[config.mk]
export PLATFORM = sky130hd
export DESIGN_NAME = i2c_master_bit_engine
export DESIGN_NICKNAME = d
export VERILOG_FILES = /design/src/hdl/i2cmbe_pkg.sv /design/src/hdl/i2c_master_bit_engine.sv
export SDC_FILE = /design/constraint.sdc
export NUM_CORES = 1
export LEC_CHECK = 0
export ABC_AREA = 1
export BUFFER_PORTS_ARGS = -buffer_cell sky130_fd_sc_hd__buf_2
export CAP_MARGIN = 0
export CORE_ASPECT_RATIO = 0.5
export CORE_MARGIN = 1.5
export CORE_UTILIZATION = 53
export CTS_BUF_LIST = sky130_fd_sc_hd__clkbuf_4
export DETAILED_ROUTE_END_ITERATION = 16
export PLACE_DENSITY = 0.85
export SYNTH_ARGS = -nofsm -noshare
export SYNTH_HDL_FRONTEND = slang
export SYNTH_SLANG_ARGS = --single-unit
[constraint.sdc]
create_clock -name clk -period 3.8 [get_ports clk]
set_input_delay 0.76 -clock clk [delete_from_list [all_inputs] [get_ports clk]]
set_output_delay 0.76 -clock clk [all_outputs]
set_load 0.03 [all_outputs]
[src/hdl/i2cmbe_pkg.sv]
// Package of the I2C bit engine: item layout, command codes and phase length codes.
package i2cmbe_pkg;

	// input item fields
	localparam int ACTION_W   = 3;
	localparam int BYTE_W     = 8;
	localparam int IN_BITS    = ACTION_W + BYTE_W + 2;   // 13
	localparam int IN_TDATA_W = 16;
	localparam int OUT_BITS   = 5 + BYTE_W + 1;          // 14
	localparam int OUT_TDATA_W = 16;
	localparam int COUNT_W    = 8;
	localparam int BITS_W     = 4;

	// bit positions in s_tdata
	localparam int IN_ACTION_LSB = 0;
	localparam int IN_WBYTE_LSB  = 3;
	localparam int IN_NACK_BIT   = 11;
	localparam int IN_SDA_BIT    = 12;

	// bit positions in m_tdata
	localparam int OUT_SCL_BIT   = 0;
	localparam int OUT_SDA_BIT   = 1;
	localparam int OUT_EN_BIT    = 2;
	localparam int OUT_BUSY_BIT  = 3;
	localparam int OUT_DONE_BIT  = 4;
	localparam int OUT_RBYTE_LSB = 5;
	localparam int OUT_ACK_BIT   = 13;

	// command codes
	localparam logic [ACTION_W-1:0] ACT_NONE  = 3'd0;
	localparam logic [ACTION_W-1:0] ACT_START = 3'd1;
	localparam logic [ACTION_W-1:0] ACT_STOP  = 3'd2;
	localparam logic [ACTION_W-1:0] ACT_WRITE = 3'd3;
	localparam logic [ACTION_W-1:0] ACT_READ  = 3'd4;

	localparam logic [BITS_W-1:0]  BITS_PER_BYTE = 4'd8;
	localparam logic [COUNT_W-1:0] LAST_FOUR     = 8'd3;   // four-tick closing phase

	typedef enum logic [1:0] {
		LEN_T,      // phase_ticks+1 ticks
		LEN_ONE,    // single tick
		LEN_FOUR    // four ticks
	} phase_len_t;

endpackage

[src/hdl/i2c_master_bit_engine.sv]
// Top level of the I2C bit engine: tick-driven start/stop/write/read sequencer.
// An accepted item is held in the input stage, then its result in the result register that
// drives m_tdata. Throughput: one item per cycle unless m_tready stalls the result; the rate is
// set by the single-pass step logic between the input stage and the result register.
// Reset (arst_n low, asynchronous): sequencer idle, SCL/SDA levels high, SDA released,
// counters, shift byte, read byte, ack flag and phase_ticks cleared, both stages empty.
module i2c_master_bit_engine
	import i2cmbe_pkg::*;
(
	input  logic                   clk,
	input  logic                   arst_n,
	// input items
	input  logic                   s_tvalid,
	output logic                   s_tready,
	// s_tdata, LSB up: action[2:0], write_byte[10:3], send_nack[11], sda_level[12], zero[15:13]
	input  logic [IN_TDATA_W-1:0]  s_tdata,
	// result items
	output logic                   m_tvalid,
	input  logic                   m_tready,
	// m_tdata, LSB up: scl_drive[0], sda_drive[1], sda_enable[2], busy_res[3],
	// done_res[4], read_byte[12:5], ack_seen[13], zero[15:14]
	output logic [OUT_TDATA_W-1:0] m_tdata,
	// phase_ticks register
	input  logic                   cfg_we,
	input  logic [COUNT_W-1:0]     cfg_wdata
);

	// Sequencer steps, one per bus phase.
	typedef enum logic [4:0] {
		ST_IDLE,
		ST_START1, ST_START2, ST_START3, ST_START4,
		ST_STOP1, ST_STOP2,
		ST_WR_BIT, ST_WR_HIGH, ST_WR_LOW, ST_WA_REL, ST_WA_HIGH, ST_WR_DONE,
		ST_RD_HIGH, ST_RD_LOW, ST_RA_DRIVE, ST_RA_HIGH, ST_RA_DONE
	} step_t;

	// ---------------- input stage ----------------
	logic                 valid_s1;
	logic [IN_BITS-1:0]   data_s1;
	logic                 adv;      // result register can take a new item

	assign adv      = !m_tvalid || m_tready;
	assign s_tready = !valid_s1 || adv;

	always_ff @(posedge clk or negedge arst_n) begin
		if (!arst_n) begin
			valid_s1 <= 1'b0;
		end else if (s_tready) begin
			valid_s1 <= s_tvalid;
		end
	end

	always_ff @(posedge clk) begin
		if (s_tready && s_tvalid) begin
			data_s1 <= s_tdata[IN_BITS-1:0];
		end
	end

	logic [ACTION_W-1:0] action;
	logic [BYTE_W-1:0]   write_byte;
	logic                send_nack;
	logic                sda_level;

	assign action     = data_s1[IN_ACTION_LSB +: ACTION_W];
	assign write_byte = data_s1[IN_WBYTE_LSB +: BYTE_W];
	assign send_nack  = data_s1[IN_NACK_BIT];
	assign sda_level  = data_s1[IN_SDA_BIT];

	// ---------------- configuration ----------------
	logic [COUNT_W-1:0] phase_ticks_q;

	always_ff @(posedge clk or negedge arst_n) begin
		if (!arst_n) begin
			phase_ticks_q <= '0;
		end else if (cfg_we) begin
			phase_ticks_q <= cfg_wdata;
		end
	end

	// ---------------- sequencer state ----------------
	step_t              step_q;
	logic [BITS_W-1:0]  bits_q;
	logic [BYTE_W-1:0]  shift_q;
	logic [COUNT_W-1:0] count_q;
	logic               nack_q;
	logic               ack_q;
	logic               scl_q;
	logic               sda_q;
	logic               en_q;
	logic [BYTE_W-1:0]  rbyte_q;
	logic               busy_q;
	logic               done_q;
	logic               out_valid_q;

	// next-state values for one tick
	step_t              n_step;
	logic [BITS_W-1:0]  n_bits;
	logic [BYTE_W-1:0]  n_shift;
	logic [COUNT_W-1:0] n_count;
	logic               n_nack;
	logic               n_ack;
	logic               n_scl;
	logic               n_sda;
	logic               n_en;
	logic [BYTE_W-1:0]  n_rbyte;
	logic               n_busy;
	logic               n_done;
	phase_len_t         len;
	logic [COUNT_W-1:0] last_cnt;

	always_comb begin
		n_step  = step_q;
		n_bits  = bits_q;
		n_shift = shift_q;
		n_count = count_q;
		n_nack  = nack_q;
		n_ack   = ack_q;
		n_scl   = scl_q;
		n_sda   = sda_q;
		n_en    = en_q;
		n_rbyte = rbyte_q;
		n_busy  = 1'b0;
		n_done  = 1'b0;
		len     = LEN_ONE;

		// command decode: only taken when idle, the accepting tick runs the first phase
		if (step_q == ST_IDLE) begin
			n_count = '0;
			case (action)
				ACT_START: n_step = ST_START1;
				ACT_STOP:  n_step = ST_STOP1;
				ACT_WRITE: begin
					n_shift = write_byte;
					n_bits  = BITS_PER_BYTE;
					n_step  = ST_WR_BIT;
				end
				ACT_READ: begin
					n_shift = '0;
					n_bits  = BITS_PER_BYTE;
					n_nack  = send_nack;
					n_step  = ST_RD_HIGH;
				end
				default: n_step = ST_IDLE;
			endcase
		end

		// drive levels of the current phase
		case (n_step)
			ST_START1:   begin n_sda = 1'b1; n_en = 1'b1; len = LEN_T; end
			ST_START2:   begin n_scl = 1'b1; len = LEN_ONE; end
			ST_START3:   begin n_sda = 1'b0; len = LEN_T; end
			ST_START4:   begin n_scl = 1'b0; len = LEN_ONE; end
			ST_STOP1:    begin n_scl = 1'b1; len = LEN_T; end
			ST_STOP2:    begin n_sda = 1'b1; len = LEN_T; end
			ST_WR_BIT:   begin n_sda = n_shift[BYTE_W-1]; n_en = 1'b1; len = LEN_T; end
			ST_WR_HIGH:  begin n_scl = 1'b1; len = LEN_T; end
			ST_WR_LOW:   begin n_scl = 1'b0; len = LEN_T; end
			ST_WA_REL:   begin n_en = 1'b0; len = LEN_T; end
			ST_WA_HIGH:  begin n_scl = 1'b1; len = LEN_T; end
			ST_WR_DONE:  begin n_scl = 1'b0; n_sda = 1'b0; n_en = 1'b1; len = LEN_ONE; end
			ST_RD_HIGH:  begin n_scl = 1'b1; n_en = 1'b0; len = LEN_T; end
			ST_RD_LOW:   begin n_scl = 1'b0; len = LEN_T; end
			ST_RA_DRIVE: begin n_sda = n_nack; n_en = 1'b1; len = LEN_T; end
			ST_RA_HIGH:  begin n_scl = 1'b1; len = LEN_T; end
			ST_RA_DONE:  begin n_scl = 1'b0; n_sda = 1'b0; len = LEN_FOUR; end
			default:     len = LEN_ONE;
		endcase

		case (len)
			LEN_T:    last_cnt = phase_ticks_q;
			LEN_FOUR: last_cnt = LAST_FOUR;
			default:  last_cnt = '0;
		endcase

		if (n_step != ST_IDLE) begin
			n_busy = 1'b1;
			if (n_count < last_cnt) begin
				n_count = n_count + 1'b1;
			end else begin
				n_count = '0;
				// end-of-phase action
				case (n_step)
					ST_START1:  n_step = ST_START2;
					ST_START2:  n_step = ST_START3;
					ST_START3:  n_step = ST_START4;
					ST_STOP1:   n_step = ST_STOP2;
					ST_WR_BIT:  n_step = ST_WR_HIGH;
					ST_WR_HIGH: n_step = ST_WR_LOW;
					ST_WR_LOW: begin
						n_shift = {n_shift[BYTE_W-2:0], 1'b0};
						if (n_bits != '0) n_bits = n_bits - 1'b1;
						n_step = (n_bits != '0) ? ST_WR_BIT : ST_WA_REL;
					end
					ST_WA_REL:  n_step = ST_WA_HIGH;
					ST_WA_HIGH: begin
						n_ack  = sda_level;       // slave ack sampled on last SCL-high tick
						n_step = ST_WR_DONE;
					end
					ST_RD_HIGH: begin
						n_shift = {n_shift[BYTE_W-2:0], sda_level};
						if (n_bits != '0) n_bits = n_bits - 1'b1;
						n_step = ST_RD_LOW;
					end
					ST_RD_LOW:   n_step = (n_bits != '0) ? ST_RD_HIGH : ST_RA_DRIVE;
					ST_RA_DRIVE: n_step = ST_RA_HIGH;
					ST_RA_HIGH:  n_step = ST_RA_DONE;
					ST_RA_DONE: begin
						n_rbyte = n_shift;
						n_done  = 1'b1;
						n_step  = ST_IDLE;
					end
					default: begin
						// closing phase of start, stop or write
						n_done = 1'b1;
						n_step = ST_IDLE;
					end
				endcase
			end
		end
	end

	// state and result register, advanced once per item
	always_ff @(posedge clk or negedge arst_n) begin
		if (!arst_n) begin
			step_q      <= ST_IDLE;
			bits_q      <= '0;
			shift_q     <= '0;
			count_q     <= '0;
			nack_q      <= 1'b0;
			ack_q       <= 1'b0;
			scl_q       <= 1'b1;
			sda_q       <= 1'b1;
			en_q        <= 1'b0;
			rbyte_q     <= '0;
			busy_q      <= 1'b0;
			done_q      <= 1'b0;
			out_valid_q <= 1'b0;
		end else if (adv) begin
			out_valid_q <= valid_s1;
			if (valid_s1) begin
				step_q  <= n_step;
				bits_q  <= n_bits;
				shift_q <= n_shift;
				count_q <= n_count;
				nack_q  <= n_nack;
				ack_q   <= n_ack;
				scl_q   <= n_scl;
				sda_q   <= n_sda;
				en_q    <= n_en;
				rbyte_q <= n_rbyte;
				busy_q  <= n_busy;
				done_q  <= n_done;
			end
		end
	end

	assign m_tvalid = out_valid_q;
	assign m_tdata  = {{(OUT_TDATA_W-OUT_BITS){1'b0}}, ack_q, rbyte_q,
		done_q, busy_q, en_q, sda_q, scl_q};

endmodule

# After elaboration in Yosys (flattened, before gate mapping)
# Index checks and enable logic that the tools add are counted.
[totals] register_bits=63 input_bits=29 output_inout_bits=18 wordCells=105
[op_classes] n_addsub=2 order_cmp=1 eq_ne=22 muxes=35 bitwise=1 n_reduce_logical=28
[ops] cell="5-bit case mux with 13 select lines" n=1
[ops] cell="8-bit 2-to-1 mux" n=6
[ops] cell="8-bit case mux with 2 select lines" n=3
[ops] cell="5-bit by 4-bit == test with 1-bit output, second input constant" n=8
[ops] cell="4-bit 2-to-1 mux" n=9
[ops] cell="13-bit OR reduction" n=2
[ops] cell="5-bit by 3-bit == test with 1-bit output, second input constant" n=4
[ops] cell="4-bit case mux with 4 select lines" n=1
[ops] cell="5-bit 2-to-1 mux" n=3
[ops] cell="4-bit nonzero test" n=3
[ops] cell="5-bit by 2-bit == test with 1-bit output, second input constant" n=2
[ops] cell="5-bit == test, second input constant" n=2
[ops] cell="5-bit AND reduction" n=2
[ops] cell="3-bit AND reduction" n=3
[ops] cell="8-bit by 1-bit adder with 8-bit output, second input constant" n=1
[ops] cell="8-bit less-than comparator" n=1
[ops] cell="4-bit case mux with 2 select lines" n=1
[ops] cell="3-bit by 2-bit == test with 1-bit output, second input constant" n=2
[ops] cell="1-bit 2-to-1 mux" n=6
[ops] cell="2-bit OR reduction" n=3
[ops] cell="6-bit OR reduction" n=1
[ops] cell="5-bit by 1-bit == test with 1-bit output, second input constant" n=1
[ops] cell="5-bit zero test" n=1
[ops] cell="5-bit nonzero test" n=1
[ops] cell="18 further kinds" n=22

# Longest topological paths before layout
[logic_depth] word_depth=16 depth_mapped=25

# Least setup slack after synthesis
# No wires, ideal clock.
[synth_path] path_type="reg2reg" startpoint="register step_q[3]" endpoint="register step_q[3]" setup_ns=0.124 t_arrival_ns=3.158 t_required_ns=3.676 setup_slack_ns=0.518 path_stages_with_launch=20 n_path_buf=1 period_less_slack_ns=3.282 cell_sequence="dfrtp_1 nor2_4 nand3_4 nor2_4 nor2_2 nand2_2 inv_2 nand2_4 nand2_4 nor2_2 nand3_4 nand2_1 ha_1 a21oi_1 nor2_1 a211oi_1 nand2_8 buf_6 o211ai_1 nand2_1"
[synth_via] elab_chain_cells=12 elab_cells_between_ends=37
[synth_rtl] element="start, declared" line_no="i2c_master_bit_engine.sv:81" rtl="step_t step_q;"
[synth_rtl] element="start signal, assigned" line_no="i2c_master_bit_engine.sv:241" rtl="step_q <= n_step;"
[synth_rtl] element="branches (longest 11 deep; another with 8-bit less-than comparator)"
[synth_rtl] element="5-bit 2-to-1 mux *" line_no="i2c_master_bit_engine.sv:175" rtl="if (n_step != ST_IDLE) begin"
# Mark *: on every way between the ends. The select of a mux whose other input is x is not followed.
# A chain may end at the register's enable or synchronous reset.

# Worst setup path in the final report
[layout_path] startpoint="register step_q[4]" endpoint="register shift_q[5]"
[layout_via] elab_chain_cells=10 elab_cells_between_ends=28
[layout_rtl] element="5-bit zero test" line_no="i2c_master_bit_engine.sv:127" rtl="if (step_q == ST_IDLE) begin"
[layout_rtl] element="5-bit 2-to-1 mux" line_no="i2c_master_bit_engine.sv:127"
[layout_rtl] element="5-bit by 4-bit == test with 1-bit output (tied with other cells)" line_no="i2c_master_bit_engine.sv:148, i2c_master_bit_engine.sv:182"
[layout_rtl] element="13-bit OR reduction (no source line)"
[layout_rtl] element="2-bit case mux with 2 select lines" line_no="i2c_master_bit_engine.sv:148" rtl="case (n_step)"
[layout_rtl] element="2-bit == test / 2-bit zero test (equally long branches)" line_no="i2c_master_bit_engine.sv:169" rtl="case (len)"
[layout_rtl] element="8-bit case mux with 2 select lines" line_no="i2c_master_bit_engine.sv:169"
[layout_rtl] element="8-bit less-than comparator" line_no="i2c_master_bit_engine.sv:177" rtl="if (n_count < last_cnt) begin"
[layout_rtl] element="8-bit 2-to-1 mux" line_no="i2c_master_bit_engine.sv:177"
[layout_rtl] element="8-bit 2-to-1 mux *" line_no="i2c_master_bit_engine.sv:175"
[layout_rtl] element="end signal, assigned" line_no="i2c_master_bit_engine.sv:243" rtl="shift_q <= n_shift;"
[layout_rtl] element="end, declared" line_no="i2c_master_bit_engine.sv:83" rtl="logic [BYTE_W-1:0] shift_q;"
# Mark *: on every way between the ends. The rest lies on a longest branch, timed or not.

==> out/results.ini <==
[run_status]
outcome=finished, final reports clean

[sta]
hold_viol=0
fin_crit_ps=3430
setup_slack_ps=370
slew_headroom_pct=34.0
fmax_ghz=0.292
period_share_pct=90.3
tns_ps=0
finalSetupViolCount=0
rsz0062_at_grt=false
tightest_slew_ps=989
clock_skew_ps=12.3
final_max_slew_viol_count=0

[yosys]
synth_area_um2=3830
yosys_warnings=0
postSynth.asyncResetShare_pct=79.4
syn_inst=474
ys_types=41
ys_seq_elements=63
synth_edf_count=13
avgSynthCellArea_um2=8.09
yosysSeqAreaShare_pct=42.9
synthFlopType=dfrtp_1

[clock_tree]
htree_num_levels=3
cts.sinks=63
hold_buffers=0
clkTransAtPathRegs_ps=110
post_cts_resize_count=0
clock_latency_ps=440
cts_buffers=9
cts_tree=built
cts_buffer_depth=2
clockRootBuffer=clkbuf_4
cts_setup_buffers=0

[flow_run]
drv_cap=0

[placed_design]
io_buffers=41
place_congestion=0.983
place_inst=592
place_area_um2=4050
hpwl_um=6120
pre_cts_ws_ps=466

[setup_path]
r2r-end=shift_q[5]
timing.critical_path.buf_inv=2
cp.required_ps=4130
cp_top_family=simple AND/OR/NAND/NOR gates
reg2regPathDepth=20
reg2reg_from=step_q[4]
cpMostUsedCell=nand2_1
max_stage_delay_ps=470
crit_path_start_kind=flip-flop
cp-end-kind=flip-flop
crit_path_top_delay_cell=dfrtp_1
crit_fanout=27
r2r_slack_ps=370
critPathKind=flip-flop to flip-flop
path_cells=inv_2, nand3_4, nor2_4, nor2_2, a21oi_4, nand2_4, nand2_4, nor2_2, nand3_4, nand2_1, ha_1, a21oi_1, nor2_1, a211oi_1, buf_4, nand2_8, nand2_2, nand2_1, nand3_1, nand2_1
worst_ep_arrival_time_ps=3760

[global_routing]
grt_pass1_vias=2965
track_usage_pct=24.0
antenna_found_initial=0
grt_first_pass_wirelength_um=14200
grt_max_degree=36
overflow=0

[power_and_ir_drop]
power_density_nw_per_um2=728
power_mw=3.02
leakage_nw=2.29
peakVddDrop_v=0.000345

[floorplan]
fp.dieW_um=123
io_pins=47
start_util_pct=56.1
dieArea_um2=7790
die_h_um=63.2
rows=21
coreArea_um2=6830

[routing]
vias_per_cell=5.38
dr_total_vias=3273
ant_nets=0
wl_per_cell_um=14.0
wirelength_um=8500
drt_iter0_drc=261
drc=0
firstDrtPassIters=4

[finish]
stdcell_count=608
diodes=0
layout-area-overhead-vs-synth_pct=8.32
drive_gt1_share_pct=21.9
postLayoutCellArea_um2=4150
num-nets-final=549

[worst_hold_path]
min_path_type=primary input to async pin

-- layout by cell type (no fill, tap or decap), types with 2 or more instances in the layout --
master    netlist  layout
nor2_2          6       7
o211ai_1        4       4
clkbuf_4        4      10
ha_1            9       9
a211oi_1        2       2
buf_4           9       5
clkinv_1        0       3
dfrtp_1        48      48
nand3_4         2       2
nand2_1       153     153
buf_2           1      41
edfxtp_1       13      13
xor2_1          6       6
a21oi_1         8       8
nand3_1        32      32
dfstp_2         2       2
nor2_1         24      23
conb_1          1       2
o21ai_0        17      17
nand2_4         5       5
nor3_1          5       5
a22oi_1         9       9
inv_2           6       6
o21ai_1         9       9
nor2_4          7       7
nand2_2        12      12
clkinv_2        0       2
mux2_2          8       8
nand4_1        13      13
inv_1          42      42
-- metal layers --
metal	track usage, %	wire [um]
met1	34.1	3980
met2	34.3	3590
met3	8.06	778
met4	8.05	154
met5	0	0
-- logic make-up (layout without fill, tap and decap cells) --
family / count (synthesis) / in the layout / synth area share [%]
fa+ha+maj: 9 / 9 / 2.94
mux: 9 / 9 / 2.61
xor+xnor: 6 / 6 / 1.37
flops: 63 / 63 / 42.9
buf+inv: 69 / 110 / 8.58
compound gates: 53 / 53 / 8.52
other cells: 1 / 2 / 0.0978
simple gates: 264 / 264 / 33.0
-- worst max-delay path by stage --
stage / from / end / slack, ps / cells past startpoint
after floorplan: step_q[3] / step_q[3] / 520 / 19
after global placement: step_q[4] / shift_q[2] / 500 / 20
after detailed placement: step_q[4] / shift_q[5] / 470 / 20
after CTS: step_q[4] / shift_q[5] / 410 / 20
after global routing: step_q[3] / done_q / 100 / 17
final: step_q[4] / shift_q[5] / 370 / 20
-- power breakdown --
part / internal (mW) / switching [mW]
Sequential: 0.844 / 0.104
Clock: 0.133 / 0.252
Combinational: 0.515 / 1.18
Total: 1.49 / 1.53
-- cell usage after synthesis, types with 8 or more instances --
master    number  share of area (%)
ha_1           9                2.9
o21ai_0       17                2.2
a22oi_1        9                1.8
edfxtp_1      13                 10
o21ai_1        9                1.2
inv_1         42                4.1
mux2_2         8                2.3
nand3_1       32                4.2
nand2_1      153                 15
a21oi_1        8                1.0
buf_4          9                1.8
nand2_2       12                2.0
nand4_1       13                2.1
nor2_1        24                2.3
dfrtp_1       48                 31
-- state kept, by name (all words and copies together), names as in the netlist, 4 cells and up --
register,cells
count_q,8
data_s1,13
rbyte_q,8
shift_q,8
bits_q,4
phase_ticks_q,8
step_q,5
-- metrics by stage --
step	util, %	hold WS (ps)
6_report	60.8	340
5_1_grt	60.8	358
4_1_cts	60.8	362
3_5_place_dp	59.3	465
3_3_place_gp	59.3	461
2_1_floorplan	-	449
-- area by class of cell --
type / instances / area (um^2)
clock buffer: 10 / 75.1
clock inverter: 6 / 28.8
fill: 614 / 2680
inverter: 48 / 180
multi-input combinational: 343 / 1870
sequential: 63 / 1640
tap: 92 / 115
timing repair buffer: 46 / 243
(Power assumes the default switching activity.)
